[src/rtl/core/ufct_pkg.sv]
// Shared types, constants and microcode encodings of the union-find engine.
package ufct_pkg;

  localparam int NODE_W    = 10;
  localparam int MAX_NODES = 1 << NODE_W;
  localparam int CNT_W     = NODE_W + 1;
  localparam int SIZE_W    = 11;
  localparam int CFG_W     = 11;
  localparam int CFG_RESET = 1024;
  localparam int STEP_W    = 5;

  typedef logic [NODE_W-1:0] node_t;
  typedef logic [CNT_W-1:0]  cnt_t;
  typedef logic [SIZE_W-1:0] sz_t;
  typedef logic [CFG_W-1:0]  cfg_t;
  typedef logic [STEP_W-1:0] step_t;

  typedef enum logic [1:0] {
    CMD_CLEAR  = 2'd0,
    CMD_MERGE  = 2'd1,
    CMD_FIND   = 2'd2,
    CMD_UNUSED = 2'd3
  } cmd_e;

  typedef enum logic [3:0] {
    OP_NONE,
    OP_INIT,
    OP_WALK,
    OP_RESTART,
    OP_COMPRESS,
    OP_SAVE_A,
    OP_SAVE_B,
    OP_CAP_A,
    OP_JOIN,
    OP_RD_INFO,
    OP_FIND_RES,
    OP_ZERO_RES,
    OP_CLR_INIT,
    OP_CLR_STEP,
    OP_DELIVER
  } op_e;

  typedef enum logic [3:0] {
    C_NEVER,
    C_ALWAYS,
    C_NOT_START,
    C_CLR,
    C_BAD,
    C_WALK_MORE,
    C_COMP_MORE,
    C_FIND,
    C_SEL_B,
    C_CLR_MORE,
    C_OUT_BUSY
  } cond_e;

  typedef struct packed {
    op_e   op;
    cond_e cond;
    step_t target;
  } ctrl_t;

  typedef struct packed {
    logic walk_more;
    logic comp_more;
    logic clr_more;
    logic is_clr;
    logic is_find;
    logic is_bad;
    logic sel_b;
  } stat_t;

  typedef struct packed {
    sz_t  size;
    logic cyc;
  } info_t;

  typedef struct packed {
    node_t root;
    logic  cyc;
    sz_t   size;
    logic  joined;
  } res_t;

endpackage

[src/rtl/core/ufct_seq.sv]
// Microcode sequencer: step counter, control store and conditional jumps.
module ufct_seq
  import ufct_pkg::*;
(
  input  logic  clk_i,
  input  logic  rst_ni,
  input  logic  start_i,
  input  logic  out_busy_i,
  input  stat_t stat_i,
  output ctrl_t ctrl_o,
  output logic  idle_o
);

  localparam step_t S_IDLE        = 5'd0;
  localparam step_t S_DISP_CLR    = 5'd1;
  localparam step_t S_DISP_BAD    = 5'd2;
  localparam step_t S_INIT        = 5'd3;
  localparam step_t S_WALK        = 5'd4;
  localparam step_t S_RESTART     = 5'd5;
  localparam step_t S_COMP        = 5'd6;
  localparam step_t S_AFTER_FIND  = 5'd7;
  localparam step_t S_AFTER_MERGE = 5'd8;
  localparam step_t S_SAVE_A      = 5'd9;
  localparam step_t S_SAVE_B      = 5'd10;
  localparam step_t S_CAP_A       = 5'd11;
  localparam step_t S_JOIN        = 5'd12;
  localparam step_t S_FIND_INFO   = 5'd13;
  localparam step_t S_FIND_RES    = 5'd14;
  localparam step_t S_ZERO        = 5'd15;
  localparam step_t S_CLR_INIT    = 5'd16;
  localparam step_t S_CLR_STEP    = 5'd17;
  localparam step_t S_CLR_DONE    = 5'd18;
  localparam step_t S_DONE        = 5'd31;

  // The done step sits at the top address so that falling through wraps to idle.
  function automatic ctrl_t ucode(step_t s);
    ctrl_t w;
    w = '{op: OP_NONE, cond: C_ALWAYS, target: S_IDLE};
    case (s)
      S_IDLE:        w = '{op: OP_NONE,     cond: C_NOT_START, target: S_IDLE};
      S_DISP_CLR:    w = '{op: OP_NONE,     cond: C_CLR,       target: S_CLR_INIT};
      S_DISP_BAD:    w = '{op: OP_NONE,     cond: C_BAD,       target: S_ZERO};
      S_INIT:        w = '{op: OP_INIT,     cond: C_NEVER,     target: S_IDLE};
      S_WALK:        w = '{op: OP_WALK,     cond: C_WALK_MORE, target: S_WALK};
      S_RESTART:     w = '{op: OP_RESTART,  cond: C_NEVER,     target: S_IDLE};
      S_COMP:        w = '{op: OP_COMPRESS, cond: C_COMP_MORE, target: S_COMP};
      S_AFTER_FIND:  w = '{op: OP_NONE,     cond: C_FIND,      target: S_FIND_INFO};
      S_AFTER_MERGE: w = '{op: OP_NONE,     cond: C_SEL_B,     target: S_SAVE_B};
      S_SAVE_A:      w = '{op: OP_SAVE_A,   cond: C_ALWAYS,    target: S_INIT};
      S_SAVE_B:      w = '{op: OP_SAVE_B,   cond: C_NEVER,     target: S_IDLE};
      S_CAP_A:       w = '{op: OP_CAP_A,    cond: C_NEVER,     target: S_IDLE};
      S_JOIN:        w = '{op: OP_JOIN,     cond: C_ALWAYS,    target: S_DONE};
      S_FIND_INFO:   w = '{op: OP_RD_INFO,  cond: C_NEVER,     target: S_IDLE};
      S_FIND_RES:    w = '{op: OP_FIND_RES, cond: C_ALWAYS,    target: S_DONE};
      S_ZERO:        w = '{op: OP_ZERO_RES, cond: C_ALWAYS,    target: S_DONE};
      S_CLR_INIT:    w = '{op: OP_CLR_INIT, cond: C_NEVER,     target: S_IDLE};
      S_CLR_STEP:    w = '{op: OP_CLR_STEP, cond: C_CLR_MORE,  target: S_CLR_STEP};
      S_CLR_DONE:    w = '{op: OP_ZERO_RES, cond: C_ALWAYS,    target: S_DONE};
      S_DONE:        w = '{op: OP_DELIVER,  cond: C_OUT_BUSY,  target: S_DONE};
      default:       w = '{op: OP_NONE,     cond: C_ALWAYS,    target: S_IDLE};
    endcase
    return w;
  endfunction

  step_t step_q, step_d;
  ctrl_t word;
  logic  take;

  always_comb begin
    word = ucode(step_q);
    case (word.cond)
      C_NEVER:     take = 1'b0;
      C_ALWAYS:    take = 1'b1;
      C_NOT_START: take = !start_i;
      C_CLR:       take = stat_i.is_clr;
      C_BAD:       take = stat_i.is_bad;
      C_WALK_MORE: take = stat_i.walk_more;
      C_COMP_MORE: take = stat_i.comp_more;
      C_FIND:      take = stat_i.is_find;
      C_SEL_B:     take = stat_i.sel_b;
      C_CLR_MORE:  take = stat_i.clr_more;
      C_OUT_BUSY:  take = out_busy_i;
      default:     take = 1'b0;
    endcase
    step_d = take ? word.target : step_q + STEP_W'(1);
  end

  always_ff @(posedge clk_i or negedge rst_ni) begin
    if (!rst_ni) begin
      step_q <= S_IDLE;
    end else begin
      step_q <= step_d;
    end
  end

  assign ctrl_o = word;
  assign idle_o = (step_q == S_IDLE);

endmodule

[config.mk]
export PLATFORM = sky130hd
export DESIGN_NAME = ufct_seq
export DESIGN_NICKNAME = d
export VERILOG_FILES = /design/src/rtl/core/ufct_pkg.sv /design/src/rtl/core/ufct_seq.sv
export SDC_FILE = /design/constraint.sdc
export NUM_CORES = 1
export LEC_CHECK = 0
export BUFFER_PORTS_ARGS = -buffer_cell sky130_fd_sc_hd__buf_2
export CAP_MARGIN = 15
export CORE_MARGIN = 5
export CORE_UTILIZATION = 55
export CTS_CLUSTER_SIZE = 40
export DETAILED_ROUTE_END_ITERATION = 16
export PLACE_DENSITY = 0.84
export SYNTH_ARGS = -nofsm -noshare
export SYNTH_HDL_FRONTEND = slang
export SYNTH_SLANG_ARGS = --single-unit
[constraint.sdc]
create_clock -name clk_i -period 5.6 [get_ports clk_i]
set_input_delay 0.56 -clock clk_i [delete_from_list [all_inputs] [get_ports clk_i]]
set_output_delay 0.56 -clock clk_i [all_outputs]
set_load 0.1 [all_outputs]
==> results.cfg, run 1 <==
[run_status]
outcome = complete, no violations

[cts]
cts-buffers-inserted = 3
clk_latency_ps = 240
cts.sinks = 5
cts_root_buf = clkbuf_4
post_cts_resized = 0
cts_buffer_depth = 2
htreeDepth = 1
hold_buffers = 0
clk_pin_slew_worst_paths_ps = 40
cts_setup_buffers = 0
cts_tree = yes

[setup_path]
path_cells = inv_1 > ha_1 > nor3_1 > nor2_1 > inv_1 > buf_2
r2r_start = step_q[2]
crit_end = ctrl_o[6]
r2r-end = step_q[0]
cpMaxStageDelayCell = dfrtp_1
startpoint_type = flop
crit_required_ps = 5040
cp_num_cells = 6
critPathCaptureType = output port
r2r_cells = 8
r2r_slack_ps = 2770
crit_top_cell = inv_1
cp.arrival_ps = 2520
worst-path-buf-inv = 3
critPathKind = flop to output port
critPathLaunch = step_q[2]
crit_family = flip-flops
crit_fanout = 24
cp_slowest_stage_delay_ps = 780

[placement]
preCtsSetupSlack_ps = 2820
io_buffers = 24
dp_hpwl_um = 1890
gp_congestion = 0.792

[synthesis]
ys_ff_latch = 5
synth-edff-count = 0
yosys.area.top_type = ha_1
yosysSeqAreaShare_pct = 13.4
syn-num-nets = 142
synth_warnings = 0
syn-cell-area_sq_um = 932
syn_area_per_cell_sq_um = 7.77
synth_top_area_share_pct = 14.8
ys.flop_type = dfrtp_1
yosys-top-cells-area = ha_1 15%, dfrtp_1 13%, mux2_1 6.0%, a21oi_1 4.3%, inv_1 3.6%
synth_cells = 120
synth_cell_types = 41
synthArstFlopShare_pct = 100

[sta]
clock.fmax_ghz = 0.325
worst_slack_ps = 2520
skew_ps = 0.876
report.final.slew_viol_count = 0
finalSetupViolations = 0
max_slew_margin_pct = 42.4
tightest_slew_ps = 864
hold_viol_final = 0
rsz0062_at_grt = false
fin_crit_sh_pct = 54.9
finalSetupTns_ps = 0
min_period_ps = 3080

[floorplanning]
io_pins = 25
die_w_um = 51.2
initial_core_util_pct = 59.8
die_area_sq_mm = 0.00262
core_area_sq_mm = 0.00156
die_h_um = 51.2
num_rows = 14

[drt]
vias_per_cell = 6.17
wl_per_cell_um = 15.4
drt-pass1-iter-count = 4
wl_um = 2420
initialDrtViolationCount = 19
drc = 0
ant_nets = 0
vias = 968

[job]
maxCapViolCount = 0

[cells_and_area]
top_regs = step_q: 5 flops
syn_to_final_growth_pct = 14.0
final_core_util_pct = 68.1
multi_input_comb_area_sq_um = 737
fill_cells = 133
regArea_sq_um = 125
antenna_cells = 0
layout-drive-gt1-share_pct = 23.4
nNetsFinal = 164
largest_register_ffs = 5
top_register = step_q

[worst_hold_path]
hold_path_class = primary input to asynchronous set/reset pin

[global_route]
grt_usage_pct = 18.9
grt-ovfl-total = 0
grt_pass1_vias = 858
grt_max_degree = 31
antenna_found_initial = 0
grt_pass1_wl_um = 3790
[layer usage]
layer | track usage, % | part of all wire [%] | up-vias
li1 | - | - | 480
met1 | 23.5 | 43 | 448
met2 | 30.7 | 51 | 36
met3 | 4.07 | 5.2 | 4
met4 | 9.42 | 0.66 | 0
met5 | 0 | 0 | -
[final cells by class]
class	count	area share (%)
inverters	9	3.18
repair buffers	24	11.3
multi-input cells	99	69.4
flip-flops and latches	5	11.8
clock buffers	4	2.47
well taps	16	1.88
[cell usage after synthesis, types with 4 or more instances]
cell type	instances
a211oi_1	4
a21oi_1	8
clkbuf_1	4
dfrtp_1	5
ha_1	11
inv_1	9
mux2_1	5
nand2_1	8
nand3_1	4
nor2_1	9
nor2b_1	4
nor3_1	4
o21ai_0	5
o21ai_1	4
[through the flow]
step,cells,instance area [sq um],hold slack (ps)
finish,157,1060,126
global route,157,1060,97.1
CTS,157,1060,119
detailed placement,153,1040,378
global placement,153,1040,373
floorplan,120,932,264
[kinds of logic after synthesis]
family	after synthesis	share of synthesized area, %
mux	9	11.8
flops	5	13.4
buf+inv	16	7.52
simple gates	40	23.6
xor+xnor	2	1.88
fa+ha+maj	11	14.8
compound gates	37	27.0
[worst min path at each step]
| stage | start | cells past startpoint | to | slack, ps |
|---|---|---|---|---|
| CTS | rst_ni | 1 | step_q[3] | 120 |
| global placement | rst_ni | 1 | step_q[2] | 370 |
| finish | rst_ni | 1 | step_q[3] | 130 |
| floorplan | rst_ni | 0 | step_q[0] | 260 |
| detailed placement | rst_ni | 1 | step_q[2] | 380 |
| global route | rst_ni | 1 | step_q[2] | 100 |
[cell usage in the layout (no fill, tap or decap), types with 3 or more instances in the layout]
cell       n
a211oi_1   4
a21oi_1    8
a31oi_1    3
buf_2     24
clkbuf_4   3
dfrtp_1    5
ha_1      11
inv_1      9
mux2_1     5
nand2_1    8
nand3_1    4
nor2_1     9
nor2b_1    4
nor3_1     4
o21ai_0    5
o21ai_1    4
Power of run 1 is left out: the tool's default activity adds up to more than one toggle a clock period on the data nets, which glitch-free logic cannot reach.
==> run 2: changes to the inputs <==
CORE_UTILIZATION = 52   (was 55)
PLACE_DENSITY = 0.8   (was 0.84)
clock period = 3 ns   (was 5.6 ns; I/O delays follow)
==> results.cfg, run 2 (synthesized netlist as in run 1, its figures left out) <==
[run_status]
outcome = complete, no violations

[setup_path]
crit_required_ps = 3110
r2r_start = step_q[0]
crit_fanout = 7
r2r-end = step_q[2]
critPathCaptureType = flop
r2r_slack_ps = 260
startpoint_type = flop
cp.arrival_ps = 2850
critPathKind = flop to flop
r2r_cells = 8

[global_route]
grt_pass1_vias = 916
grt-ovfl-total = 0
grt_pass1_wl_um = 4100
antenna_found_initial = 0
grt_max_degree = 27
grt_usage_pct = 19.5

[sta]
hold_viol_final = 0
tightest_slew_ps = 833
max_slew_margin_pct = 44.5
clock.fmax_ghz = 0.365
min_period_ps = 2740
skew_ps = 3.22
finalSetupViolations = 0
finalSetupTns_ps = 0
fin_crit_sh_pct = 91.3
rsz0062_at_grt = false
report.final.slew_viol_count = 0

[cells_and_area]
top_regs = step_q: 5 flops
antenna_cells = 0
nNetsFinal = 167
final_core_util_pct = 65.5
syn_to_final_growth_pct = 20.0
top_register = step_q
final_cell_mix = 24 x buf_2, 11 x ha_1, 9 x nor2_1, 9 x inv_1
layout-drive-gt1-share_pct = 26.4
fill_cells = 149
final_common_cell = buf_2
largest_register_ffs = 5

[drt]
vias_per_cell = 5.73
drc = 0
initialDrtViolationCount = 27
vias = 969
ant_nets = 0
drt-pass1-iter-count = 4
wl_um = 2400
wl_per_cell_um = 14.2

[cts]
cts_tree = yes
clk_latency_ps = 240
cts_root_buf = clkbuf_4
cts-buffers-inserted = 3
post_cts_resized = 0
clk_pin_slew_worst_paths_ps = 40
cts_setup_buffers = 0
cts.sinks = 5
cts_buffer_depth = 2
htreeDepth = 1

[floorplanning]
die_area_sq_mm = 0.00274
num_rows = 15
io_pins = 25
core_area_sq_mm = 0.00171
initial_core_util_pct = 54.6
die_w_um = 52.3
die_h_um = 52.3

[worst_hold_path]
hold_path_class = primary input to asynchronous set/reset pin

[job]
maxCapViolCount = 0

[placement]
dp_hpwl_um = 1890
gp_congestion = 0.949
io_buffers = 24
==> run 2: changes by cell type in the layout (fill, tap and decap cells not counted) <==
cell | previous run | this run
a31oi_1 | 3 | 1
a31oi_2 | 0 | 2
buf_4 | 0 | 2
dlygate4sd3_1 | 0 | 1
o21ai_0 | 5 | 3
o21ai_1 | 4 | 6
o311ai_0 | 1 | 0
o311ai_2 | 0 | 1
==> run 2: cell type report <==
cell class	instances	area, sq um	share of cell area (%)
inverters	9	33.8	3.02
well taps	25	31.3	2.80
repair buffers	27	145	13.0
flip-flops and latches	5	125	11.2
multi-input cells	99	757	67.7
clock buffers	4	26.3	2.35
==> run 2: per-layer routing <==
layer  global-route usage [%]  share of wire (%)
met5                        0                  0
met4                     6.38               0.87
met3                     3.42                5.0
met2                     29.1                 47
met1                     27.9                 48
==> run 2: how the worst max path moves through the flow <==
| stage | startpoint | to | slack (ps) | cells past startpoint |
|---|---|---|---|---|
| floorplan | step_q[2] | step_q[3] | 170 | 10 |
| finish | step_q[0] | step_q[2] | 260 | 8 |
| detailed placement | step_q[0] | step_q[3] | 280 | 8 |
| global route | step_q[0] | step_q[2] | 120 | 8 |
| CTS | step_q[0] | step_q[3] | 260 | 8 |
| global placement | step_q[0] | step_q[3] | 290 | 8 |
==> run 2: timing repair <==
item                       in CTS  in global routing
hold endpoints to repair        5                  0
hold buffers                    1                  0
setup endpoints to repair       0                  0
==> run 2: stage by stage <==
stage | std cells | cell area, sq um | hold slack, ps | setup slack [ps]
floorplan | 120 | 952 | 4.41 | 170
global placement | 164 | 1080 | 115 | 292
detailed placement | 164 | 1080 | 118 | 283
CTS | 169 | 1120 | 390 | 258
global route | 169 | 1120 | 399 | 123
finish | 169 | 1120 | 394 | 262
==> run 2: worst max-delay path: stages (launching register included) <==
cell and delay, ps:
dfrtp_1 460, ha_1 310, ha_1 290, and3_4 230
a211o_4 330, o31ai_1 310, a22oi_2 140, nand4_2 180
mux2_1 350
Power of run 2 is left out for the same reason.
